--- config.mk ---
export PLATFORM = sky130hd
export DESIGN_NAME = tuv_cfg_regs
export DESIGN_NICKNAME = d
export VERILOG_FILES = /design/src/design/tuv_pkg.sv /design/src/design/tuv_cfg_regs.sv
export SDC_FILE = /design/constraint.sdc
export NUM_CORES = 1
export LEC_CHECK = 0
export BUFFER_PORTS_ARGS = -buffer_cell sky130_fd_sc_hd__buf_2
export CAP_MARGIN = 20
export CORE_ASPECT_RATIO = 1.1
export CORE_UTILIZATION = 25
export CTS_BUF_LIST = sky130_fd_sc_hd__clkbuf_4 sky130_fd_sc_hd__clkbuf_8
export CTS_CLUSTER_DIAMETER = 100
export DETAILED_ROUTE_END_ITERATION = 10
export PLACE_DENSITY = 0.51
export SLEW_MARGIN = 20
export SYNTH_ARGS = -nofsm -noshare
export SYNTH_HDL_FRONTEND = slang
export SYNTH_SLANG_ARGS = --single-unit
--- constraint.sdc ---
create_clock -name clk -period 1.07 [get_ports clk]
set_input_delay 0 -clock clk [delete_from_list [all_inputs] [get_ports clk]]
set_output_delay 0 -clock clk [all_outputs]
set_load 0.02 [all_outputs]
--- src/design/tuv_pkg.sv ---
// ----------------------------------------------------------------------------
// Texture UV transform and wrap: shared definitions
// Register map, wrap mode codes, configuration and inter-stage structs.
// ----------------------------------------------------------------------------
`default_nettype none

package tuv_pkg;

    localparam int DATA_W        = 32;
    localparam int ADDR_W        = 5;
    localparam int FRAC_BITS_DEF = 16;

    // Register indexes (byte address is 4 times the index).
    localparam logic [2:0] REG_COEF_UU    = 3'd0;
    localparam logic [2:0] REG_COEF_UV    = 3'd1;
    localparam logic [2:0] REG_COEF_UT    = 3'd2;
    localparam logic [2:0] REG_COEF_VU    = 3'd3;
    localparam logic [2:0] REG_COEF_VV    = 3'd4;
    localparam logic [2:0] REG_COEF_VT    = 3'd5;
    localparam logic [2:0] REG_WRAP_MODES = 3'd6;
    localparam logic [2:0] REG_MODE_FLAGS = 3'd7;

    // Per-axis wrap modes.
    localparam logic [1:0] WRAP_REPEAT = 2'd0;
    localparam logic [1:0] WRAP_CLAMP  = 2'd1;
    localparam logic [1:0] WRAP_MIRROR = 2'd2;
    localparam logic [1:0] WRAP_NONE   = 2'd3;

    // Bits of mode_flags.
    localparam int FLAG_FLIP_V = 0;
    localparam int FLAG_MAP_EN = 1;

    typedef struct packed {
        logic signed [DATA_W-1:0] coef_uu;
        logic signed [DATA_W-1:0] coef_uv;
        logic signed [DATA_W-1:0] coef_ut;
        logic signed [DATA_W-1:0] coef_vu;
        logic signed [DATA_W-1:0] coef_vv;
        logic signed [DATA_W-1:0] coef_vt;
        logic [3:0]               wrap_modes;
        logic [1:0]               mode_flags;
    } cfg_t;

    // Item leaving the affine stages: raw input kept for the bypass path.
    typedef struct packed {
        logic signed [DATA_W-1:0] u_raw;
        logic signed [DATA_W-1:0] v_raw;
        logic signed [DATA_W-1:0] u_aff;
        logic signed [DATA_W-1:0] v_aff;
    } aff_t;

endpackage

`default_nettype wire

--- src/design/tuv_cfg_regs.sv ---
// ----------------------------------------------------------------------------
// Texture UV transform and wrap: configuration registers
// APB-style register file holding the affine matrix and mode bits.
// ----------------------------------------------------------------------------
`default_nettype none

module tuv_cfg_regs
    import tuv_pkg::*;
#(
    parameter int FRAC_BITS = FRAC_BITS_DEF
)
(
    input  wire logic              clk,
    input  wire logic              rst_n,
    input  wire logic              psel,
    input  wire logic              penable,
    input  wire logic              pwrite,
    input  wire logic [ADDR_W-1:0] paddr,
    input  wire logic [DATA_W-1:0] pwdata,
    output logic      [DATA_W-1:0] prdata,
    output logic                   pready,
    output cfg_t                   cfg
);

    localparam logic signed [DATA_W-1:0] ONE_FX = DATA_W'(1) <<< FRAC_BITS;

    cfg_t       cfg_reg;
    cfg_t       cfg_next;
    logic       wr_en;
    logic [2:0] reg_idx;

    assign pready  = 1'b1;
    assign wr_en   = psel && penable && pwrite;
    assign reg_idx = paddr[ADDR_W-1:2];

    always_comb
    begin
        cfg_next = cfg_reg;
        if (wr_en)
        begin
            case (reg_idx)
                REG_COEF_UU:    cfg_next.coef_uu    = pwdata;
                REG_COEF_UV:    cfg_next.coef_uv    = pwdata;
                REG_COEF_UT:    cfg_next.coef_ut    = pwdata;
                REG_COEF_VU:    cfg_next.coef_vu    = pwdata;
                REG_COEF_VV:    cfg_next.coef_vv    = pwdata;
                REG_COEF_VT:    cfg_next.coef_vt    = pwdata;
                REG_WRAP_MODES: cfg_next.wrap_modes = pwdata[3:0];
                REG_MODE_FLAGS: cfg_next.mode_flags = pwdata[1:0];
                default:        cfg_next = cfg_reg;
            endcase
        end
    end

    always_ff @(posedge clk or negedge rst_n)
    begin
        if (!rst_n)
        begin
            cfg_reg.coef_uu    <= ONE_FX;
            cfg_reg.coef_uv    <= '0;
            cfg_reg.coef_ut    <= '0;
            cfg_reg.coef_vu    <= '0;
            cfg_reg.coef_vv    <= ONE_FX;
            cfg_reg.coef_vt    <= '0;
            cfg_reg.wrap_modes <= 4'd5;
            cfg_reg.mode_flags <= 2'd3;
        end
        else
        begin
            cfg_reg <= cfg_next;
        end
    end

    always_comb
    begin
        case (reg_idx)
            REG_COEF_UU:    prdata = cfg_reg.coef_uu;
            REG_COEF_UV:    prdata = cfg_reg.coef_uv;
            REG_COEF_UT:    prdata = cfg_reg.coef_ut;
            REG_COEF_VU:    prdata = cfg_reg.coef_vu;
            REG_COEF_VV:    prdata = cfg_reg.coef_vv;
            REG_COEF_VT:    prdata = cfg_reg.coef_vt;
            REG_WRAP_MODES: prdata = {{(DATA_W-4){1'b0}}, cfg_reg.wrap_modes};
            REG_MODE_FLAGS: prdata = {{(DATA_W-2){1'b0}}, cfg_reg.mode_flags};
            default:        prdata = '0;
        endcase
    end

    assign cfg = cfg_reg;

endmodule

`default_nettype wire

== Word-level counts from Yosys, hierarchy flattened ==
Cells that the tools add are included.

* Memories: 0
* Output and inout bits: 231
* Word-level logic and storage cells: 27
* Input port bits: 42
* Memory bits (writable): 0
* Latch bits: 0
* Register bits after elaboration: 198
* Memory bits (read-only): 0

* $lt $le $gt $ge: 0
* Bitwise gates (word level): 0
* Multiply operators: 0
* Shift operators: 0
* Eq/ne operators: 7
* Muxes and demuxes: 1
* Divide/modulo/power cells: 0
* Reduce and logical (&&, ||, !) cells: 11
* Add/subtract/negate cells: 0

{| class="wikitable"
|+ Operators by type and width
! operator !! number
|-
| one-hot mux 32 bit (8 select lines) || 1
|-
| AND reduction 2 bit || 8
|-
| == test 3 bit, second input constant || 4
|-
| == test 3 x 2 -> 1 bit, second input constant || 2
|-
| == test 3 x 1 -> 1 bit, second input constant || 1
|-
| zero test 3 bit || 1
|-
| logical AND 1 bit || 2
|}

== Depth between registers and ports, before layout ==
Gate-level depths: netlist (run 1).

* Depth after elaboration: 3
* Mapped depth: 6

== Worst setup path before layout (run 1) ==
Ideal clock, no wire load.

* Kind: flip-flop to output port
* Start point: register cfg_reg, in the netlist cfg[72]
* End point: output port prdata[2]
* Arrival time: 1233 ps
* Cell stages (with the launch flop): 3
* Slack: -163 ps
* Buffers on the path: 0
* Path through: dfrtp_1 mux4_2 mux2_2

* Longest elaborated chain between the ends: 1

{| class="wikitable"
|+ RTL lines
! item !! RTL line !! source
|-
| start: declaration || tuv_cfg_regs.sv:27 || <nowiki>cfg_t cfg_reg;</nowiki>
|-
| start signal: assignment || tuv_cfg_regs.sv:70 || <nowiki>cfg_reg <= cfg_next;</nowiki>
|-
| one-hot mux 32 bit (8 select lines) || tuv_cfg_regs.sv:76 || <nowiki>case (reg_idx)</nowiki>
|-
| end: declaration || tuv_cfg_regs.sv:20 || <nowiki>output logic [DATA_W-1:0] prdata,</nowiki>
|}

Every way passes these cells.

== Worst setup path in the final report (run 1) ==
* Start point: register cfg_reg, in the netlist cfg[169]
* End point: output port prdata[3]

The elaborated chain is that of the path after synthesis.

==> reports/metrics.cfg, run 1 <==
[run_status]
status = finished, violations left
violations = negative hold slack, negative setup slack

[global_route]
grt_pass1_vias = 7990
grt_start_max_net_pins = 40
antenna_found_initial = 0
grt_usage_pct = 19.0
grt_first_pass_wirelength_um = 52700
grt-ovfl-total = 0

[placed_design]
portBuffers = 269
gp_congestion = 0.782
dpl.hpwl_um = 24300
placed_cells = 1527

[cells_and_area]
final.fill_count = 3381
diodes = 0
largest_register_ffs = 198
drive_above_1_share_pct = 70.7
nets = 1205
finish.utilization_pct = 43.6
area_delta_synth_final_pct = 70.6
layoutNonFillerInstCount = 1663

[hold_path]
hold_class = input port to async pin

[yosys]
ys_seq_area_share_pct = 53.3
synth_edf_count = 0
syn_avg_cell_area_um2 = 13.7
ys.flop_type = dfrtp_1
ys_ff_latch = 198
synth_fp_nets = 724
synth_cell_types = 39
syn_inst = 682
ys.warnings.count = 0
synthArstFlopShare_pct = 100
syn_area_um2 = 9310

[clock_network]
clk_pin_slew_worst_paths_ps = 110
clk_latency_ps = 500
clockRootBuffer = clkbuf_8
cts_hold_buf = 33
cts_buffers = 17
cts.sinks = 198
tritoncts = yes
cts_buffer_depth = 2
cts_max_level = 4

[route]
dr_total_vias = 7686
drt-initial-drc-count = 341
viasPerCell = 4.62
drt_pre_antenna_iters = 4
route.detailed.drc = 0
antenna_left = 0
routed_wl_um = 36100
wl_per_cell_um = 21.7

[sta]
rsz0062_at_grt = true
fmax_mhz = 554
setup_viol = 211
setup_ws_ps = -736
hold_viol_final = 18
period_share_pct = 169
skew_ps = 0
drv_slew = 0
worst_hold_slack_ps = -42.2
min_period_ps = 1810

[power]
power.density_nw_per_um2 = 1730
peakVddDrop_uv = 747
leakage_uw = 0.00745

[setup_path]
critPathSlowestCell = mux4_2
crit_type = flip-flop to output pin
slowest_delay_ps = 450
worstPathArrival_ps = 1810
cp.required_ps = 1070
worstPathCellList = mux4_2 > mux2_4 > buf_6
worst-path-max-fanout = 2
startpoint_type = flip-flop
end_kind = output pin

[die]
io_pins = 273
die_x_um = 186
die_y_um = 204
num_rows = 73
core_area_um2 = 36400
dieArea_um2 = 38000
initial_core_util_pct = 25.6

[job]
cap_violations = 0

[synth_stat cells (all sizes together) (2+ instances only)]
cell / count / area, µm²
a211oi: 2 / 15.0
a21o: 8 / 60.1
a221oi: 15 / 131
a22oi: 5 / 37.5
a31oi: 22 / 138
a32oi: 8 / 70.1
and3b: 10 / 87.6
buf: 42 / 348
clkbuf: 7 / 26.3
dfrtp: 192 / 4800
dfstp: 6 / 158
inv: 7 / 26.3
mux2: 218 / 2450
mux2i: 15 / 150
mux4: 2 / 45.0
nand2: 24 / 90.1
nand2b: 8 / 52.6
nand3: 8 / 40.0
nand3b: 16 / 120
nor2: 25 / 139
nor2b: 3 / 21.3
nor3b: 3 / 22.5
o21ai: 10 / 50.1
o22a: 8 / 70.1
o22ai: 2 / 12.5
o2bb2ai: 7 / 61.3
or2b: 3 / 22.5
[critical path, delay by kind of cell (launching register included)]
kind / cells / cell delay [ps]
buffers and inverters: 1 / 130
multiplexers: 2 / 740
flip-flops: 1 / 430
[cells in the final DEF (no fill, tap or decap), drive strengths merged, types with 2 or more instances in the layout]
cell type | netlist | layout
dfrtp | 192 | 192
nand2 | 24 | 24
clkbuf | 7 | 20
o2bb2ai | 7 | 7
mux2 | 218 | 218
a21o | 8 | 8
o22ai | 2 | 2
nor3b | 3 | 3
bufinv | 0 | 2
a31oi | 22 | 22
and3b | 10 | 10
a22oi | 5 | 5
mux4 | 2 | 2
a211oi | 2 | 2
nor2 | 25 | 25
or2b | 3 | 3
o22a | 8 | 8
clkinv | 1 | 6
inv | 7 | 12
buf | 42 | 477
nand3b | 16 | 16
dfstp | 6 | 6
o21ai | 10 | 10
nor2b | 3 | 3
dlygate4sd3 | 0 | 33
nand2b | 8 | 8
a221oi | 15 | 15
mux2i | 15 | 15
nand3 | 8 | 8
a32oi | 8 | 8
[final timing paths]
| path | start | to | slack, ps | cells after the start |
|---|---|---|---|---|
| worst max register to register | cfg[113]$_DFFE_PN0P_ | cfg[113]$_DFFE_PN0P_ | -70 | 4 |
| worst max-delay path | cfg[169]$_DFFE_PN0P_ | prdata[3] | -740 | 3 |
| worst min register to register | cfg[141]$_DFFE_PN0P_ | cfg[141]$_DFFE_PN0P_ | 550 | 1 |
| worst min-delay path | rst_n | cfg[33]$_DFFE_PN0P_ | -40 | 2 |
| min in group clk | paddr[3] | cfg[1]$_DFFE_PN1P_ | 130 | 4 |
| max in group asynchronous | rst_n | cfg[1]$_DFFE_PN1P_ | 510 | 3 |
[metal layers]
metal | GRT usage [%] | wire length [µm]
met5 | 0 | 0
met2 | 30.5 | 17500
met3 | 4.72 | 1930
met1 | 25.7 | 16300
met4 | 4.16 | 398
[cell type report]
cell class,instances,area [µm²],share of cell area (%)
inverter,8,30.0,0.189
sequential,198,5000,31.5
clock buffer,19,255,1.61
tap,487,609,3.83
timing repair buffer,511,4950,31.2
multi-input combinational,427,4880,30.7
clock inverter,13,163,1.02
[stage by stage]
step	total power [µW]	cell area, µm²	setup WS [ps]	hold slack (ps)	TNS (ps)
floorplan	15100	10100	-139	-296	-16510
global placement	19000	13000	-375	-62.7	-65790
detailed placement	19100	13000	-387	-68.0	-70670
CTS	26600	15100	-778	-81.5	-39200
global route	28900	15900	-813	-75.5	-47130
finish	27600	15900	-736	-42.2	-28470
[kinds of logic (layout without fill, tap and decap cells)]
| group | count (synthesis) | in the layout | share of synthesized area [%] |
|---|---|---|---|
| AND/OR/NAND/NOR | 104 | 104 | 6.95 |
| multiplexers | 235 | 235 | 28.5 |
| other | 1 | 1 | 0.0403 |
| flip-flops | 198 | 198 | 53.3 |
| buffers and inverters | 57 | 551 | 4.34 |
| AO/OA/AOI/OAI | 87 | 87 | 6.93 |
[where the power goes]
group          leakage (µW)  internal [µW]  switching (µW)  total, µW
clock              0.000210           2250            3070       5310
combinational       0.00476           6760            5130      11900
sequential          0.00248           9010            1340      10400
[what timing repair did]
item                                   4_1_cts  5_1_grt
setup endpoints to repair                  230      231
pin swaps                                   32       29
gates cloned                                 0        0
resized for setup                          333      158
endpoints found under the hold margin      396       18
setup buffers                               35       67
Note: power is estimated with default switching activity, not from simulation.
==> run 2, diff against run 1 <==
- CELL_PAD_IN_SITES_DETAIL_PLACEMENT: not set -> 0
- CELL_PAD_IN_SITES_GLOBAL_PLACEMENT: not set -> 1
- PLACE_DENSITY: 0.51 -> 0.6
==> run 2 against run 1 <==
Net effect:
- the flow finishes with violations (negative setup slack)
- combinational power is 4% higher
- wire length is 0.73% higher
- clock power hardly changed
- setup slack worse by 15 ps
- sequential share of layout area is 0.85 points lower
- register-to-register slack better by 20 ps
- worst hold slack better by 240 ps
- sequential power hardly changed
- final area is 2.8% higher
- via count is 1.1% higher
- critical path type unchanged
- highest routed layer unchanged
==> reports/metrics.cfg, run 2 (synthesis results as in run 1) <==
[run_status]
status = finished, violations left
violations = negative setup slack

[sta]
worst_pin_slew_ps = 588
setup_viol = 172  ; -18%
setup_ws_ps = -751  ; -14.8 ps
min_period_ps = 1820  ; +14.8 ps
drv_slew = 0  ; unchanged
hold_viol_final = 0  ; -18
slew_headroom_pct = 60.6
fmax_mhz = 549  ; -0.81%
rsz0062_at_grt = true
period_share_pct = 170  ; +1.4 points
skew_ps = 0  ; unchanged

[cells_and_area]
final.fill_count = 3292  ; -2.6%
layout_commonest_cell = buf_6
diodes = 0  ; unchanged
largest_register_ffs = 198  ; unchanged
nets = 1242  ; +3.1%
final_cell_mix = buf_6 (272), dfrtp_1 (163), mux2_4 (150)
multi_input_area_um2 = 4900  ; +0.49%
drive_above_1_share_pct = 70.7  ; about the same
final_area_um2 = 16300  ; +2.8%
seq_area_um2 = 5000  ; unchanged
area_delta_synth_final_pct = 75.4

[route]
routed_wl_um = 36400  ; +0.73%
route.detailed.drc = 0  ; unchanged
drt_pre_antenna_iters = 4  ; unchanged
drt-initial-drc-count = 309  ; -9.4%
wl_per_cell_um = 21.4  ; -1.5%
viasPerCell = 4.57  ; -1.1%
dr_total_vias = 7772  ; +1.1%
antenna_left = 0  ; unchanged

[power]
power.switching_uw = 9520  ; -0.12%
seq_power_share_pct = 36.8  ; -0.8 points
power.density_nw_per_um2 = 1720  ; -0.71%
p_clk_share_pct = 19.0  ; -0.3 points
leakage_uw = 0.00766  ; +2.9%
p_sw_share_pct = 33.9  ; -0.74 points
peakVddDrop_uv = 877  ; +17%
p_comb_share_pct = 44.2  ; +1.0 points
p_int_uw = 18600  ; +3.2%

[setup_path]
reg2reg_slack_ps = -50  ; +20 ps
crit_type = flip-flop to output pin
worstPathArrival_ps = 1820  ; about the same
regToRegStartpoint = cfg[122]$_DFFE_PN0P_
crit_start = cfg[72]$_DFFE_PN0P_
end_kind = output pin
cp.required_ps = 1070  ; about the same
startpoint_type = flip-flop
worst-path-max-fanout = 2  ; unchanged

[global_route]
grt_usage_pct = 18.8  ; -0.20 points
grt_start_max_net_pins = 38  ; -5.0%
grt_pass1_vias = 8005  ; +0.19%
grt-ovfl-total = 0  ; unchanged
grt_first_pass_wirelength_um = 52400  ; -0.54%
antenna_found_initial = 0  ; unchanged

[clock_network]
tritoncts = yes
clk_latency_ps = 490  ; about the same
clockRootBuffer = clkbuf_8
cts_buffer_depth = 2  ; unchanged
cts.sinks = 198  ; unchanged
cts_max_level = 4  ; unchanged
clk_pin_slew_worst_paths_ps = 110  ; about the same
cts_buffers = 17  ; unchanged

[die]
core_area_um2 = 36400  ; unchanged
io_pins = 273  ; unchanged
die_x_um = 186  ; unchanged
dieArea_um2 = 38000  ; unchanged
die_y_um = 204  ; unchanged
initial_core_util_pct = 25.6  ; unchanged
num_rows = 73  ; unchanged

[placed_design]
gp_congestion = 0.788  ; +0.81%
place_worst_setup_slack_ps = -411  ; -24.5 ps
dpl.hpwl_um = 24100  ; -0.63%
portBuffers = 269  ; unchanged
dpl_cell_area_um2 = 13100  ; +0.57%

[hold_path]
hold_class = input port to async pin

[job]
cap_violations = 0  ; unchanged

## run 2: cell types whose count changed in the layout (fill, tap and decap cells not counted), sizes merged
cell	before	now
inv	12	8
clkinvlp	1	3
buf	477	510
dlymetal6s4s	0	1
dlygate4sd3	33	37
bufinv	2	3
## run 2: repair_timing
item,CTS,global route
buffers inserted,39,100
hold buffers,35,3
pin swaps,29,28
resized for setup,361,173
hold endpoints to repair,396,5
endpoints found under the setup margin,230,234
## run 2: stage by stage
stage | setup TNS (ps) | power (µW) | std cells | hold slack [ps] | util (%)
floorplan | -16510 | 15100 | 682 | -296 | -
global placement | -52570 | 19000 | 1534 | -12.2 | 36.0
detailed placement | -54130 | 19100 | 1534 | -17.3 | 36.0
CTS | -33910 | 26900 | 1628 | -9.33 | 42.0
global route | -42040 | 29400 | 1700 | 195 | 44.8
finish | -27530 | 28100 | 1700 | 202 | 44.8
## run 2: path summary, 6_finish.rpt
path,end,depth (start not counted)
max,prdata[2],3
min,cfg[3]$_DFFE_PN0P_,3
max reg2reg,cfg[122]$_DFFE_PN0P_,4
min reg2reg,cfg[69]$_DFFE_PN0P_,1
max in group asynchronous,cfg[109]$_DFFE_PN0P_,3
min in group clk,cfg[0]$_DFFE_PN1P_,5
## run 2: worst max-delay path, stage by stage, from the launching register on
cell and delay, ps:
dfrtp_2 420, mux4_2 490, mux2_4 300, buf_6 130
## run 2: final cells by class
type                       instances  share of cell area (%)
sequential                       198                    30.6
timing repair buffer             548                    32.9
clock inverter                    12                   0.942
inverter                           8                   0.184
tap                              487                    3.73
multi-input combinational        427                    30.0
clock buffer                      20                    1.61
## run 2: per-layer routing
metal  share of wire [%]  routed length [µm]  vias to the layer above  track usage [%]
li1                    -                   -                     3545                -
met1                  46               16800                     3983             26.1
met2                  48               17400                      220             29.8
met3                 4.9                1770                       24             4.17
met4                 1.1                 408                        0             4.10
met5                   0                   0                        -                0
## run 2: power groups by stage
stage / Combinational [µW] / Sequential [µW] / Clock [µW]
floorplan: 3170 / 12000 / 0
global placement: 8760 / 10300 / 0
detailed placement: 8820 / 10300 / 0
CTS: 11000 / 10300 / 5570
global route: 13100 / 10500 / 5800
finish: 12400 / 10400 / 5340
