`config.mk`:
```
export PLATFORM = sky130hd
export DESIGN_NAME = tuv_wrap
export DESIGN_NICKNAME = d
export VERILOG_FILES = /design/src/design/tuv_pkg.sv /design/src/design/tuv_wrap.sv
export SDC_FILE = /design/constraint.sdc
export NUM_CORES = 1
export LEC_CHECK = 0
export BUFFER_PORTS_ARGS = -buffer_cell sky130_fd_sc_hd__buf_2
export CAP_MARGIN = 20
export CORE_AREA = 2 2 156 158
export CTS_CLUSTER_DIAMETER = 150
export CTS_CLUSTER_SIZE = 40
export DETAILED_ROUTE_END_ITERATION = 6
export DIE_AREA = 0 0 158 160
export PLACE_DENSITY = 0.55
export SLEW_MARGIN = 20
export SYNTH_ARGS = -nofsm -noshare
export SYNTH_HDL_FRONTEND = slang
export SYNTH_SLANG_ARGS = --single-unit
```
`constraint.sdc`:
```
create_clock -name clk -period 3 [get_ports clk]
set_clock_uncertainty 0.05 [all_clocks]
set_input_delay 0.6 -clock clk [delete_from_list [all_inputs] [get_ports clk]]
set_output_delay 0.6 -clock clk [all_outputs]
set_load 0.02 [all_outputs]
```
`src/design/tuv_pkg.sv`:
```
// ----------------------------------------------------------------------------
// Texture UV transform and wrap: shared definitions
// Register map, wrap mode codes, configuration and inter-stage structs.
// ----------------------------------------------------------------------------
`default_nettype none

package tuv_pkg;

    localparam int DATA_W        = 32;
    localparam int ADDR_W        = 5;
    localparam int FRAC_BITS_DEF = 16;

    // Register indexes (byte address is 4 times the index).
    localparam logic [2:0] REG_COEF_UU    = 3'd0;
    localparam logic [2:0] REG_COEF_UV    = 3'd1;
    localparam logic [2:0] REG_COEF_UT    = 3'd2;
    localparam logic [2:0] REG_COEF_VU    = 3'd3;
    localparam logic [2:0] REG_COEF_VV    = 3'd4;
    localparam logic [2:0] REG_COEF_VT    = 3'd5;
    localparam logic [2:0] REG_WRAP_MODES = 3'd6;
    localparam logic [2:0] REG_MODE_FLAGS = 3'd7;

    // Per-axis wrap modes.
    localparam logic [1:0] WRAP_REPEAT = 2'd0;
    localparam logic [1:0] WRAP_CLAMP  = 2'd1;
    localparam logic [1:0] WRAP_MIRROR = 2'd2;
    localparam logic [1:0] WRAP_NONE   = 2'd3;

    // Bits of mode_flags.
    localparam int FLAG_FLIP_V = 0;
    localparam int FLAG_MAP_EN = 1;

    typedef struct packed {
        logic signed [DATA_W-1:0] coef_uu;
        logic signed [DATA_W-1:0] coef_uv;
        logic signed [DATA_W-1:0] coef_ut;
        logic signed [DATA_W-1:0] coef_vu;
        logic signed [DATA_W-1:0] coef_vv;
        logic signed [DATA_W-1:0] coef_vt;
        logic [3:0]               wrap_modes;
        logic [1:0]               mode_flags;
    } cfg_t;

    // Item leaving the affine stages: raw input kept for the bypass path.
    typedef struct packed {
        logic signed [DATA_W-1:0] u_raw;
        logic signed [DATA_W-1:0] v_raw;
        logic signed [DATA_W-1:0] u_aff;
        logic signed [DATA_W-1:0] v_aff;
    } aff_t;

endpackage

`default_nettype wire

```
`src/design/tuv_wrap.sv`:
```
// ----------------------------------------------------------------------------
// Texture UV transform and wrap: wrap and output stage
// Applies per-axis wrap modes and the v flip, and holds the result register.
// ----------------------------------------------------------------------------
`default_nettype none

module tuv_wrap
    import tuv_pkg::*;
#(
    parameter int FRAC_BITS = FRAC_BITS_DEF
)
(
    input  wire logic                     clk,
    input  wire logic                     rst_n,
    input  wire cfg_t                     cfg,
    input  wire logic                     in_valid,
    output logic                          in_ready,
    input  wire aff_t                     in_data,
    output logic                          out_valid,
    input  wire logic                     out_ready,
    output logic signed [DATA_W-1:0]      u_out,
    output logic signed [DATA_W-1:0]      v_out
);

    localparam logic signed [DATA_W-1:0] ONE_FX    = DATA_W'(1) <<< FRAC_BITS;
    localparam logic        [DATA_W-1:0] FRAC_MASK = ONE_FX - DATA_W'(1);

    logic                     out_valid_reg;
    logic                     out_valid_next;
    logic                     load;
    logic signed [DATA_W-1:0] u_out_reg;
    logic signed [DATA_W-1:0] v_out_reg;
    logic signed [DATA_W-1:0] u_out_next;
    logic signed [DATA_W-1:0] v_out_next;
    logic signed [DATA_W-1:0] u_wrapped;
    logic signed [DATA_W-1:0] v_wrapped;
    logic signed [DATA_W-1:0] v_flipped;

    function automatic logic signed [DATA_W-1:0] wrap_axis(
        input logic signed [DATA_W-1:0] x,
        input logic [1:0]               mode
    );
        logic [DATA_W-1:0] frac;
        logic              odd;
        frac = x & FRAC_MASK;
        odd  = x[FRAC_BITS];
        if (!x[DATA_W-1] && x <= ONE_FX)
            wrap_axis = x;
        else
        begin
            case (mode)
                WRAP_REPEAT: wrap_axis = frac;
                WRAP_CLAMP:  wrap_axis = x[DATA_W-1] ? '0 : ONE_FX;
                WRAP_MIRROR:
                begin
                    // An odd integer part reflects the fraction; whole odd
                    // values land on zero.
                    if (odd)
                        wrap_axis = (frac == '0) ? '0 : ONE_FX - frac;
                    else
                        wrap_axis = frac;
                end
                WRAP_NONE:   wrap_axis = x;
                default:     wrap_axis = x;
            endcase
        end
    endfunction

    function automatic logic signed [DATA_W-1:0] flip_sat(
        input logic signed [DATA_W-1:0] x
    );
        logic signed [DATA_W+1:0] d;
        d = $signed({2'b00, ONE_FX}) - $signed({{2{x[DATA_W-1]}}, x});
        if (!d[DATA_W+1] && (d[DATA_W] || d[DATA_W-1]))
            flip_sat = {1'b0, {(DATA_W-1){1'b1}}};
        else if (d[DATA_W+1] && !(d[DATA_W] && d[DATA_W-1]))
            flip_sat = {1'b1, {(DATA_W-1){1'b0}}};
        else
            flip_sat = d[DATA_W-1:0];
    endfunction

    assign u_wrapped = wrap_axis(in_data.u_aff, cfg.wrap_modes[1:0]);
    assign v_wrapped = wrap_axis(in_data.v_aff, cfg.wrap_modes[3:2]);
    assign v_flipped = cfg.mode_flags[FLAG_FLIP_V] ? flip_sat(v_wrapped) : v_wrapped;

    always_comb
    begin
        if (cfg.mode_flags[FLAG_MAP_EN])
        begin
            u_out_next = u_wrapped;
            v_out_next = v_flipped;
        end
        else
        begin
            u_out_next = in_data.u_raw;
            v_out_next = in_data.v_raw;
        end
    end

    assign in_ready       = !out_valid_reg || out_ready;
    assign load           = in_valid && in_ready;
    assign out_valid_next = in_ready ? in_valid : out_valid_reg;

    always_ff @(posedge clk or negedge rst_n)
    begin
        if (!rst_n)
            out_valid_reg <= 1'b0;
        else
            out_valid_reg <= out_valid_next;
    end

    always_ff @(posedge clk)
    begin
        if (load)
        begin
            u_out_reg <= u_out_next;
            v_out_reg <= v_out_next;
        end
    end

    assign out_valid = out_valid_reg;
    assign u_out     = u_out_reg;
    assign v_out     = v_out_reg;

`ifndef NO_ASSERTIONS
    // Repeat on u always lands inside [0, 1].
    a_u_repeat_range: assert property (@(posedge clk) disable iff (!rst_n)
        load && cfg.mode_flags[FLAG_MAP_EN] && cfg.wrap_modes[1:0] == WRAP_REPEAT
        |=> !u_out_reg[DATA_W-1] && u_out_reg <= ONE_FX)
        else $error("u repeat result outside the unit range");

    // Clamp on v without flip always lands inside [0, 1].
    a_v_clamp_range: assert property (@(posedge clk) disable iff (!rst_n)
        load && cfg.mode_flags[FLAG_MAP_EN] && !cfg.mode_flags[FLAG_FLIP_V]
        && cfg.wrap_modes[3:2] == WRAP_CLAMP
        |=> !v_out_reg[DATA_W-1] && v_out_reg <= ONE_FX)
        else $error("v clamp result outside the unit range");
`endif

endmodule

`default_nettype wire

```
-- Word level (Yosys, flattened, before mapping)
Index checks and enable logic that the tools add are counted.
- register bits: 65
- bits of input ports: 330
- output and inout bits: 66
- word-level logic and storage cells: 46
- add/sub/neg operators: 3
- $lt $le $gt $ge: 2
- eq/ne operators: 6
- multiplexer cells: 15
- reductions and logical operators: 17
- operators with widths (operator ; count):
    $mux W32 ; 11
    $pmux W32 S4 ; 2
    $le A32 B18 Y1 const B ; 2
    $logic_not A32 Y1 ; 2
    $sub A17 B16 Y18 const A ; 2
    $mux W17 ; 2
    $sub A18 B32 Y33 const A ; 1
    $eq A2 B2 Y1 const B ; 4
    $logic_and A1 B1 Y1 ; 6
    $logic_not A1 Y1 ; 5
    $eq A2 B1 Y1 const B ; 2
    $logic_not A2 Y1 ; 2
    $logic_or A1 B1 Y1 ; 2

-- Depth between registers and ports, before layout
Gate-level depths: netlist of run 1.
- depth in word-level cells: 13
- mapped depth: 20

-- Worst setup path after synthesis of run 1
OpenSTA, ideal clock, no wires.
- path kind: input to register
- start: in in_data[1] in the netlist's numbering
- end: reg v_out_reg[30] (netlist: v_out[30]), data pin
- library setup time: 259 ps
- arrival: 4398 ps
- required time: 2691 ps
- path slack: -1706 ps
- cell stages on the path: 19
- buffers on the path: 3
- cell sequence: inv_1 > ha_1 > or3b_2 > clkbuf_1 > or4_4 > buf_6 > and3_1 > a211oi_2 > ha_1 > nand2b_1 > a21oi_1 > a41oi_1 > nand4bb_1 > o41ai_2 > buf_4 > nand2_2 > a211o_1 > nor4b_2 > o21ai_1
- longest elaborated chain between the ends: 13
- elaborated cells between the ends (all ways): 19
- those cells by class: add/sub: 2; order compare: 1; mux: 8; reduce/logical: 8
- ends and longest elaborated chain (item ; line ; source):
    start: declaration ; tuv_wrap.sv:18 ; input wire aff_t in_data,
    $sub A17 B16 Y18 or $logic_not A32 Y1 (tied branches) ; tuv_wrap.sv:59 ; wrap_axis = (frac == '0) ? '0 : ONE_FX - frac;
    $mux W32 ; tuv_wrap.sv:59 ;
    $mux W32 ; tuv_wrap.sv:58 ; if (odd)
    $pmux W32 S4 ; tuv_wrap.sv:51 ; case (mode)
    $mux W32 * ; tuv_wrap.sv:47 ; if (!x[DATA_W-1] && x <= ONE_FX)
    $sub A18 B32 Y33 ; tuv_wrap.sv:73 ; d = $signed({2'b00, ONE_FX}) - $signed({{2{x[DATA_W-1]}}, x});
    $logic_and A1 B1 Y1 ; tuv_wrap.sv:76 ; else if (d[DATA_W+1] && !(d[DATA_W] && d[DATA_W-1]))
    $logic_not A1 Y1 ; tuv_wrap.sv:76 ;
    $logic_and A1 B1 Y1 ; tuv_wrap.sv:76 ;
    $mux W32 ; tuv_wrap.sv:76 ;
    $mux W32 ; tuv_wrap.sv:74 ; if (!d[DATA_W+1] && (d[DATA_W] || d[DATA_W-1]))
    $mux W32 * ; tuv_wrap.sv:84 ; assign v_flipped = cfg.mode_flags[FLAG_FLIP_V] ? flip_sat(v_wrapped) : v_wrapped;
    $mux W32 * ; tuv_wrap.sv:88 ; if (cfg.mode_flags[FLAG_MAP_EN])
    named net v_out_next[30] ; tuv_wrap.sv:34 ; logic signed [DATA_W-1:0] v_out_next;
    end signal: assignment ; tuv_wrap.sv:117 ; v_out_reg <= v_out_next;
    end: declaration ; tuv_wrap.sv:32 ; logic signed [DATA_W-1:0] v_out_reg;
The timed path passes the listed nets; every way through them passes the cells marked *.
A chain may end at the register's enable or synchronous reset.

-- Final worst setup path of run 1
- start: in in_data[0] in the netlist's numbering
- end: reg v_out_reg[24] (netlist: v_out[24]), data pin
Same word-level chain as after synthesis.

==> results of run 1 <==
==> metrics by stage <==
step	worst slack [ns]	total power (µW)	util
global route	-1.35	3450	0.377
finish	-1.22	3300	0.377
CTS	-1.21	3270	0.365
floorplan	-1.63	1640	-
global placement	-1.60	2120	0.340
detailed placement	-1.69	2130	0.340
==> cells in the final DEF (no fill, tap or decap), types with 5 or more instances in the layout <==
master	synthesis	layout
buf_2	4	200
nand3_1	16	13
nor2b_1	5	5
inv_1	19	15
a21o_1	5	5
o22ai_1	10	7
nand4_1	8	8
or4_1	11	7
a21oi_2	10	21
a22o_1	16	16
buf_6	3	15
or4_4	1	5
buf_4	2	177
and2_1	9	8
and3_1	8	7
nor3_1	21	15
clkbuf_16	0	9
nand2b_1	9	8
clkinv_1	3	5
nor4_1	19	17
mux2_2	7	5
nand2_1	48	46
o211ai_1	8	8
edfxtp_1	64	64
a21oi_1	46	35
xnor2_1	7	7
o21ai_0	31	28
a31oi_1	19	18
xor2_1	9	9
or3_1	9	8
nor2_1	73	73
a211oi_1	10	6
o31ai_1	10	9
==> report_power, final <==
| part | internal [µW] | switching (µW) | leakage, µW |
|---|---|---|---|
| sequential | 1090 | 16.5 | 0.000625 |
| combinational | 510 | 622 | 0.00300 |
| clock | 642 | 421 | 0.000141 |
==> kinds of logic after synthesis <==
kind of cell / Yosys count / share of synthesized area
compound gates: 215 / 0.281
xor+xnor: 16 / 0.0259
fa+ha+maj: 3 / 0.00695
buf+inv: 65 / 0.0517
flops: 65 / 0.360
mux: 10 / 0.0202
simple gates: 262 / 0.254
==> repair_timing <==
| item | CTS | global route |
|---|---|---|
| buffers inserted | 12 | 7 |
| gates resized for setup | 45 | 39 |
| endpoints found under the hold margin | 1 | 0 |
| pin swaps | 34 | 27 |
| endpoints found under the setup margin | 32 | 45 |
| hold buffers | 1 | 0 |
==> worst max path at each step <==
| stage | to | cells past startpoint |
|---|---|---|
| floorplan | v_out[24] | 18 |
| global route | v_out[24] | 19 |
| detailed placement | v_out[24] | 16 |
| global placement | v_out[24] | 16 |
| finish | v_out[24] | 19 |
| CTS | v_out[24] | 19 |
==> final cells by class <==
cell class                 instances  area, µm²  area share
inverter                          22        103      0.0114
antenna                            1       2.50    0.000279
clock inverter                     7       67.6     0.00753
timing repair buffer             396       2560       0.286
tap                              324        405      0.0452
clock buffer                       9        225      0.0251
sequential                        65       1950       0.217
multi-input combinational        506       3660       0.408
==> layer usage <==
layer	vias up	track usage	share of wire	wire, µm
met2	268	0.258	0.44	9910
met4	2	0.0508	0.019	433
met1	3123	0.245	0.47	10600
met5	-	0	0.00053	12
li1	3197	-	-	-
met3	25	0.0304	0.069	1550
==> key figures, run 1 <==
Place
  – Port bufs: 203
  – Cell Area, Placed: 8100 µm²
  – RePlAce Congestion: 0.856
  – Placed cells: 1294
  – Post-DP HPWL: 17600 µm

Synth
  – Netlist cell types: 81
  – Post-synthesis sequential element count: 65
  – Synth warnings: 0
  – Mapped cell area: 5400 µm²
  – Most common cell in the netlist: nor2_1
  – Mapped Nets: 969
  – Avg Inst Size Synth: 8.49 µm²
  – Synth top cells by count: 73 x nor2_1, 64 x edfxtp_1, 48 x nand2_1
  – Ys async rst share: 0.0154
  – Ys flop type: edfxtp_1
  – Post-synth top area cell: edfxtp_1
  – Post-synth EDFFs: 64
  – Post-Syn Instances: 636
  – Sequential-to-total area share from yosys stat: 0.360
  – Synth area leaders: edfxtp_1 36%, nor2_1 5.1%, a21oi_1 4.3%
  – Post-synth top area share: 0.356

Final layout
  – Layout net count: 1333
  – Fin cells: 1330
  – Post-route cell area: 8970 µm²
  – Layout cell share with drive strength beyond 1: 0.510
  – Area growth from synthesis to layout: 66.1%
  – Fill cells: 2526

Worst setup path
  – Crit. Startpoint: in_data[0]
  – Critical Path End Type: flip-flop
  – R2r worst-path depth: 3
  – Worst r2r src: out_valid
  – Top delay family on crit path: simple AND/OR/NAND/NOR gates
  – CP required: 3.04 ns
  – Buf/Inv on CP: 4
  – Worst R2R End: v_out[1]
  – Type of the worst setup path: in -> reg
  – WP data arrival: 4.27 ns
  – CP Cell Sequence: buf_8 > inv_4 > ha_4 > or3b_4 > or4_4 > and3_4 > a211oi_4 > ha_2 > nand2b_1 > a21oi_2 > a41oi_2 > nand4bb_4 > o41ai_4 > buf_4 > buf_6 > nand4_1 > mux2_4 > o211ai_1 > a21oi_2
  – CP max FO: 6
  – Slowest-stage cell, CP: or4_4
  – Top cell by count, worst path: a21oi_2
  – Worst reg2reg setup slack: 1.59 ns
  – Slowest stage delay, CP: 0.59 ns
  – Startpoint Class: primary input

Floorplan
  – Number of I/O pins: 396
  – Row count: 57
  – Starting Density: 0.227
  – Die width: 158 µm
  – Core Region: 23800 µm²
  – Die Ht: 160 µm
  – Total die area: 25300 µm²

Timing
  – Worst Setup Slack, final: -1.22 ns
  – Achievable Freq: 237 MHz
  – Headroom to the max-slew limit: 0.414
  – Setup TNS: -33.94 ns
  – Worst-Margin Slew: 0.856 ns
  – RSZ-0062 raised after global routing: true
  – Final Cycle Share: 1.41
  – Worst hold slack: 0.417 ns
  – Final setup fails: 32
  – Hold Fails Final Rpt: 0
  – Slew Limit Fails: 0
  – Minimum clock period: 4.22 ns

Clock network
  – Total CTS buffers: 9
  – H-tree levels: 3
  – CTS tree: built
  – Clk_lat worst skew: 0.34 ns
  – CTS Sinks: 65
  – Clock slew at reported path FFs: 0.06 ns
  – Clock Tree Root: clkbuf_16
  – CTS Buffer Depth: 2

Drt
  – First-pass DRT Iterations: 5
  – Vias/cell: 4.97
  – Antenna Nets Post-Route: 0
  – DR iter-0 viols: 452
  – Routed WL: 22500 µm
  – Remaining DRCs: 0
  – Via count: 6615
  – Avg WL per Cell: 16.9 µm

Worst hold path
  – Min-Delay Endpoint: out_valid
  – Hold WC Path Type: in -> reg
  – Worst hold stages: 2
  – Worst hold start: in_valid

Power and ir drop
  – PD cells: 367 nW/µm²
  – Maximum vdd drop: 0.212 mV
  – Leakage power: 0.00376 µW

Status
  – Status: complete, but fails checks
  – Failing checks: negative setup slack

Global routing
  – GRT Total Usage: 0.170
  – First-pass GRT wire length: 33700 µm
  – Antenna violations before repair: 2
  – GR Overflow Total: 0
  – Vias in the first global route: 6329
  – Largest net degree at the start of global routing: 65

Job
  – Max-cap violations: 0
No activity file was read; power rests on OpenSTA's default activity.
==> inputs of run 2 (changes only) <==
--- a/config.mk
+++ b/config.mk
@@ -5,14 +5,15 @@
 export SDC_FILE = /design/constraint.sdc
 export NUM_CORES = 1
 export LEC_CHECK = 0
+export ABC_AREA = 1
 export BUFFER_PORTS_ARGS = -buffer_cell sky130_fd_sc_hd__buf_2
 export CAP_MARGIN = 20
-export CORE_AREA = 2 2 156 158
+export CORE_AREA = 2 2 155 157
 export CTS_CLUSTER_DIAMETER = 150
 export CTS_CLUSTER_SIZE = 40
 export DETAILED_ROUTE_END_ITERATION = 6
-export DIE_AREA = 0 0 158 160
-export PLACE_DENSITY = 0.55
+export DIE_AREA = 0 0 157 159
+export PLACE_DENSITY = 0.6
 export SLEW_MARGIN = 20
 export SYNTH_ARGS = -nofsm -noshare
 export SYNTH_HDL_FRONTEND = slang
==> key figures, run 2 <==
Synth
  – Largest family of logic cells by synthesized area: simple AND/OR/NAND/NOR gates
  – Post-Syn Instances: 948 (+49%)
  – Sequential-to-total area share from yosys stat: 0.310 (-0.0508)
  – Post-synth top area share: 0.306 (-0.0501)
  – Simple-Gate Fraction of Synth Area: 0.481 (+0.227)
  – Post-synthesis sequential element count: 65 (unchanged)
  – Synth warnings: 0 (unchanged)
  – Mapped Nets: 1281 (+32%)
  – Ys flop type: edfxtp_1
  – Post-Synth XOR/XNOR Area: 0.0390 (+0.0131)
  – Synth Area in Adders: 0.00597 (-0.000979)
  – Avg Inst Size Synth: 6.63 µm² (-22%)
  – Most common cell in the netlist: nand2_1
  – Post-synth top area cell: edfxtp_1
  – Netlist cell types: 44 (-46%)
  – Synth area leaders: edfxtp_1 31%, nand2_1 17%, nand3_1 7.5%
  – Mapped cell area: 6290 µm² (+16%)
  – Post-synthesis mux area share: 0 (-0.0202)
  – Compound-Gate Fraction of Synth Area: 0.0629 (-0.218)
  – Post-synth EDFFs: 64 (unchanged)
  – Ys async rst share: 0.0154 (unchanged)
  – Synth top cells by count: 292 x nand2_1, 116 x inv_1, 104 x nor2_1

Global routing
  – Vias in the first global route: 7120 (+12%)
  – Largest net degree at the start of global routing: 91 (+40%)
  – First-pass GRT wire length: 37700 µm (+12%)
  – GR Overflow Total: 0 (unchanged)
  – Antenna violations before repair: 0 (-2)
  – GRT Total Usage: 0.195 (+0.0251)

Worst setup path
  – R2r worst-path depth: 2 (-1)
  – Slowest-stage cell, CP: buf_12
  – Slowest stage delay, CP: 0.21 ns (-0.38 ns)
  – Worst R2R End: u_out[2]
  – Critical Path End Type: flip-flop
  – Worst r2r src: out_valid
  – Critical Path End: v_out[4]
  – Worst reg2reg setup slack: 1.62 ns (+0.03 ns)
  – WP data arrival: 3.12 ns (-1.15 ns)
  – CP Cell Sequence: buf_2 > nor2_1 > nand2_1 > nor2_1 > nand2_2 > buf_4 > a21oi_4 > nor2_4 > nand2_2 > nand2_4 > nor2_4 > nand2_2 > nor2_4 > nand3_4 > buf_6 > nand3_4 > nand4_4 > buf_12 > buf_12 > nand3_2 > nand2_1 > inv_1
  – Type of the worst setup path: in -> reg
  – Startpoint Class: primary input
  – CP required: 3.17 ns (+0.13 ns)
  – Crit. Startpoint: in_data[26]
  – CP max FO: 5 (-1)

Timing
  – Hold Fails Final Rpt: 0 (unchanged)
  – Minimum clock period: 2.95 ns (-1.27 ns)
  – Worst-Margin Slew: 0.692 ns (-0.165 ns)
  – Headroom to the max-slew limit: 0.538 (+0.124)
  – Achievable Freq: 338 MHz (+43%)
  – RSZ-0062 raised after global routing: true
  – Final setup fails: 0 (-100%)
  – Worst Setup Slack, final: 0.0453 ns (+1.27 ns)
  – Slew Limit Fails: 0 (unchanged)
  – Final Cycle Share: 0.985 (-0.423)
  – Worst hold slack: 0.443 ns (+0.0263 ns)

Clock network
  – Clock Tree Root: clkbuf_16
  – CTS Buffer Depth: 2 (unchanged)
  – Clock slew at reported path FFs: 0.06 ns (about the same)
  – Total CTS buffers: 9 (unchanged)
  – Clk_lat worst skew: 0.34 ns (about the same)
  – H-tree levels: 3 (unchanged)
  – CTS tree: built
  – CTS Sinks: 65 (unchanged)

Final layout
  – Layout net count: 1678 (+26%)
  – Fill cells: 2387 (-5.5%)
  – Fin cells: 1670 (+26%)
  – Most frequent cells in the layout: 267 x nand2_1, 201 x buf_2, 196 x buf_4
  – Layout cell share with drive strength beyond 1: 0.453 (-0.0571)
  – Post-route cell area: 10000 µm² (+12%)
  – Commonest non-fill, non-tap cell in the layout: nand2_1
  – Area growth from synthesis to layout: 59.3%

Power and ir drop
  – Maximum vdd drop: 0.186 mV (-12%)
  – PD cells: 355 nW/µm² (-3.4%)
  – Leakage power: 0.00514 µW (+37%)

Floorplan
  – Row count: 56 (-1.8%)
  – Core Region: 23200 µm² (-2.6%)
  – Die width: 157 µm (-0.63%)
  – Total die area: 25000 µm² (-1.3%)
  – Starting Density: 0.271 (+0.0443)
  – Die Ht: 159 µm (-0.63%)
  – Number of I/O pins: 396 (unchanged)

Drt
  – Antenna Nets Post-Route: 0 (unchanged)
  – Via count: 7573 (+14%)
  – Remaining DRCs: 0 (unchanged)
  – Avg WL per Cell: 15.1 µm (-11%)
  – DR iter-0 viols: 462 (+2.2%)
  – Vias/cell: 4.53 (-8.8%)
  – First-pass DRT Iterations: 5 (unchanged)
  – Routed WL: 25200 µm (+12%)

Worst hold path
  – Hold WC Path Type: in -> reg

Place
  – Placed cells: 1632 (+26%)
  – Cell Area, Placed: 9100 µm² (+12%)
  – Pre-CTS setup slack: -0.483 ns (+1.20 ns)
  – Port bufs: 203 (unchanged)
  – Post-DP HPWL: 19800 µm (+13%)
  – RePlAce Congestion: 0.945 (+10%)

Job
  – Max-cap violations: 0 (unchanged)

Status
  – Status: completed
==> run 2: cell count changes in the layout (fill, tap and decap cells not counted), moves of 17 or more <==
cell / previous run / this run
nand3_2: 3 / 22
nand2_1: 46 / 267
nor2_4: 1 / 20
nand3_1: 13 / 82
a21oi_1: 35 / 18
nand2_2: 1 / 34
or2_2: 3 / 27
a21oi_2: 21 / 4
inv_2: 0 / 19
buf_4: 177 / 196
inv_1: 15 / 105
==> run 2: cell families after synthesis <==
kind of cell    Yosys count
simple gates            630
buf+inv                 157
compound gates           65
flops                    65
xor+xnor                 28
fa+ha+maj                 3
==> run 2: critical path, delay by kind of cell <==
family	cells	cell delay (ns)
buffers and inverters	6	0.79
AND/OR/NAND/NOR	15	1.53
AO/OA/AOI/OAI	1	0.20
==> run 2: worst min path at each step <==
stage          startpoint         to  depth (start not counted)
2_1_floorplan       rst_n  out_valid                          0
3_3_place_gp        rst_n  out_valid                          1
3_5_place_dp        rst_n  out_valid                          1
4_1_cts          in_valid  out_valid                          3
5_1_grt          in_valid  out_valid                          3
6_report         in_valid  out_valid                          3
==> run 2: layout make-up <==
class	instances	area [µm²]	area share
Multi-Input combinational cell	727	4130	0.413
Timing Repair Buffer	414	2740	0.273
Sequential cell	65	1950	0.194
Inverter	128	493	0.0492
Tap cell	319	399	0.0399
Clock buffer	9	225	0.0225
Clock inverter	7	77.6	0.00775
Antenna cell	1	2.50	0.000250
==> run 2: metal layers <==
layer | GRT usage | vias up | wire length, µm
met2 | 0.286 | 281 | 10600
met4 | 0.0688 | 0 | 690
met1 | 0.290 | 3402 | 12200
met3 | 0.0278 | 35 | 1630
li1 | - | 3855 | -
met5 | 0 | - | 0
==> run 2: timing repair <==
item	in CTS	in global routing
cloned	2	2
endpoints found under the hold margin	1	0
gates resized for setup	40	81
pin swaps	20	51
buffers inserted	10	8
hold buffers	1	0
setup endpoints to repair	29	32
==> run 2: power by group <==
group	internal (µW)	total, µW	switching [µW]
Clock	652	1110	463
Sequential	1090	1120	29.6
Combinational	572	1320	752
==> run 2: metrics by stage <==
| step | util | setup TNS, ns | total power (µW) |
|---|---|---|---|
| finish | 0.432 | 0 | 3560 |
| global route | 0.432 | -2.01 | 3750 |
| CTS | 0.419 | -0.0248 | 3520 |
| detailed placement | 0.392 | -13.22 | 2330 |
| global placement | 0.392 | -11.40 | 2320 |
| floorplan | - | 0 | 1770 |
==> inputs of run 3 (changes only) <==
--- a/config.mk
+++ b/config.mk
@@ -14,6 +14,7 @@
 export DETAILED_ROUTE_END_ITERATION = 6
 export DIE_AREA = 0 0 157 159
 export PLACE_DENSITY = 0.6
+export REMOVE_ABC_BUFFERS = 1
 export SLEW_MARGIN = 20
 export SYNTH_ARGS = -nofsm -noshare
 export SYNTH_HDL_FRONTEND = slang
==> key figures, run 3 (synthesis results as in run 2) <==
Worst setup path
  – Worst reg2reg setup slack: 1.61 ns (about the same)
  – Startpoint Class: primary input
  – WP data arrival: 3.08 ns (-0.04 ns)
  – Worst r2r src: out_valid
  – R2r worst-path depth: 2 (unchanged)
  – Type of the worst setup path: in -> reg
  – Crit. Startpoint: in_data[0]
  – CP max FO: 8 (+3)
  – Critical Path End Type: flip-flop
  – Worst R2R End: v_out[25]
  – CP required: 3.07 ns (-0.10 ns)

Floorplan
  – Die width: 157 µm (unchanged)
  – Row count: 56 (unchanged)
  – Die Ht: 159 µm (unchanged)
  – Total die area: 25000 µm² (unchanged)
  – Starting Density: 0.271 (unchanged)
  – Core Region: 23200 µm² (unchanged)
  – Number of I/O pins: 396 (unchanged)

Final layout
  – Util after Layout: 0.441 (+0.00928)
  – Layout net count: 1697 (+1.1%)
  – Area growth from synthesis to layout: 62.7%
  – Fin cells: 1690 (+1.2%)
  – Fill cells: 2405 (+0.75%)
  – Layout cell share with drive strength beyond 1: 0.460 (+0.00686)
  – Storage element area: 1950 µm² (unchanged)
  – Most frequent cells in the layout: 263 x nand2_1, 208 x buf_4, 201 x buf_2
  – Commonest non-fill, non-tap cell in the layout: nand2_1
  – Multi-input gate area: 4180 µm² (+1.0%)
  – Post-route cell area: 10200 µm² (+2.1%)

Timing
  – Worst Setup Slack, final: -0.00946 ns (-0.0548 ns)
  – Slew Limit Fails: 0 (unchanged)
  – Headroom to the max-slew limit: 0.692 (+0.153)
  – Hold Fails Final Rpt: 0 (unchanged)
  – Worst-Margin Slew: 0.458 ns (-0.233 ns)
  – Final setup fails: 3 (+3)
  – Minimum clock period: 3.01 ns (+0.0548 ns)
  – RSZ-0062 raised after global routing: true
  – Final Cycle Share: 1.00 (+0.0183)
  – Achievable Freq: 332 MHz (-1.8%)

Global routing
  – GRT met3 Usage: 0.100 (+0.0724)
  – First-pass GRT wire length: 41500 µm (+10%)
  – Met1 Resource Use GR: 0.297 (+0.00696)
  – Largest net degree at the start of global routing: 91 (unchanged)
  – Antenna violations before repair: 2 (+2)
  – GRT Total Usage: 0.221 (+0.0259)
  – Grt met2 use: 0.329 (+0.0423)
  – GR Overflow Total: 0 (unchanged)
  – Gr busiest metal: met2
  – Vias in the first global route: 7458 (+4.7%)

Drt
  – Avg WL per Cell: 16.9 µm (+12%)
  – Routed WL: 28500 µm (+13%)
  – Via count: 7772 (+2.6%)
  – DR iter-0 viols: 602 (+30%)
  – Vias/cell: 4.60 (+1.4%)
  – Antenna Nets Post-Route: 0 (unchanged)
  – First-pass DRT Iterations: 5 (unchanged)
  – Remaining DRCs: 0 (unchanged)

Place
  – Placed cells: 1646 (+0.86%)
  – Port bufs: 203 (unchanged)
  – Pre-CTS setup slack: -0.553 ns (-0.0695 ns)
  – RePlAce Congestion: 0.945 (about the same)
  – Post-DP HPWL: 22200 µm (+12%)
  – Cell Area, Placed: 9160 µm² (+0.69%)

Worst hold path
  – Hold WC Path Type: in -> reg
  – Worst hold stages: 3 (unchanged)
  – Min-Delay Endpoint: out_valid
  – Worst hold start: in_valid

Clock network
  – Clk_lat worst skew: 0.34 ns (about the same)
  – CTS Sinks: 65 (unchanged)
  – Total CTS buffers: 9 (unchanged)
  – CTS Buffer Depth: 2 (unchanged)
  – Clock Tree Root: clkbuf_16
  – H-tree levels: 3 (unchanged)
  – CTS tree: built
  – Clock slew at reported path FFs: 0.07 ns (about the same)

Status
  – Status: complete, but fails checks
  – Failing checks: negative setup slack

Job
  – Max-cap violations: 0 (unchanged)

Power and ir drop
  – Maximum vdd drop: 0.230 mV (+23%)
  – Tot Pwr: 3640 µW (+2.3%)
  – Leakage power: 0.00524 µW (+2.1%)
  – PD cells: 356 nW/µm² (+0.16%)
## run 3: what timing repair did
action,CTS,global route
hold endpoints to repair,1,0
hold buffers,1,0
setup endpoints to repair,30,31
gates resized for setup,36,107
pin swaps,8,50
buffers inserted,12,13
cloned,1,1
## run 3: area by class of cell
type                            instances  share of cell area
Tap cell                              319              0.0390
Inverter                              128              0.0479
Sequential cell                        65               0.190
Multi-Input combinational cell        726               0.408
Antenna cell                            2            0.000489
Timing Repair Buffer                  434               0.286
Clock buffer                           10              0.0224
Clock inverter                          6             0.00575
## run 3: worst max-delay path by stage
stage | endpoint | cells past startpoint
2_1_floorplan | u_out[0] | 2
3_3_place_gp | v_out[9] | 21
3_5_place_dp | v_out[4] | 22
4_1_cts | v_out[2] | 24
5_1_grt | v_out[9] | 22
6_report | v_out[15] | 23
## run 3: through the flow
step / TNS (ns) / hold WS (ns)
floorplan: -88.79 / 0.254
global placement: -13.34 / 0.326
detailed placement: -14.88 / 0.326
CTS: -0.0713 / 0.429
global route: -3.06 / 0.456
finish: -0.0168 / 0.441
## run 3: routing by layer
layer | vias up | part of all wire
met5 | - | 0.00042
met4 | 2 | 0.014
met3 | 31 | 0.12
met2 | 301 | 0.42
met1 | 3534 | 0.45
li1 | 3904 | -
## run 3: worst max-delay path, stage by stage
cell and delay, ns:
buf_8 0.10, inv_4 0.05, ha_4 0.14, nand2_4 0.06, nor2_4 0.16, nand3_4 0.12
nand2_4 0.11, nand2_8 0.08, buf_8 0.15, nand2_4 0.06, nand2_4 0.08, nor2_4 0.11
inv_2 0.05, nor2_4 0.10, nand4_1 0.26, nand2_4 0.20, nand2_4 0.07, nand4_4 0.14
buf_12 0.15, buf_6 0.10, nand3b_1 0.06, nand2_1 0.09, inv_1 0.04
## run 3: where the power goes
| group | internal (µW) | switching [µW] | total (µW) |
|---|---|---|---|
| Combinational | 611 | 807 | 1420 |
| Sequential | 1090 | 19.6 | 1110 |
| Clock | 640 | 473 | 1110 |
| Total | 2340 | 1300 | 3640 |
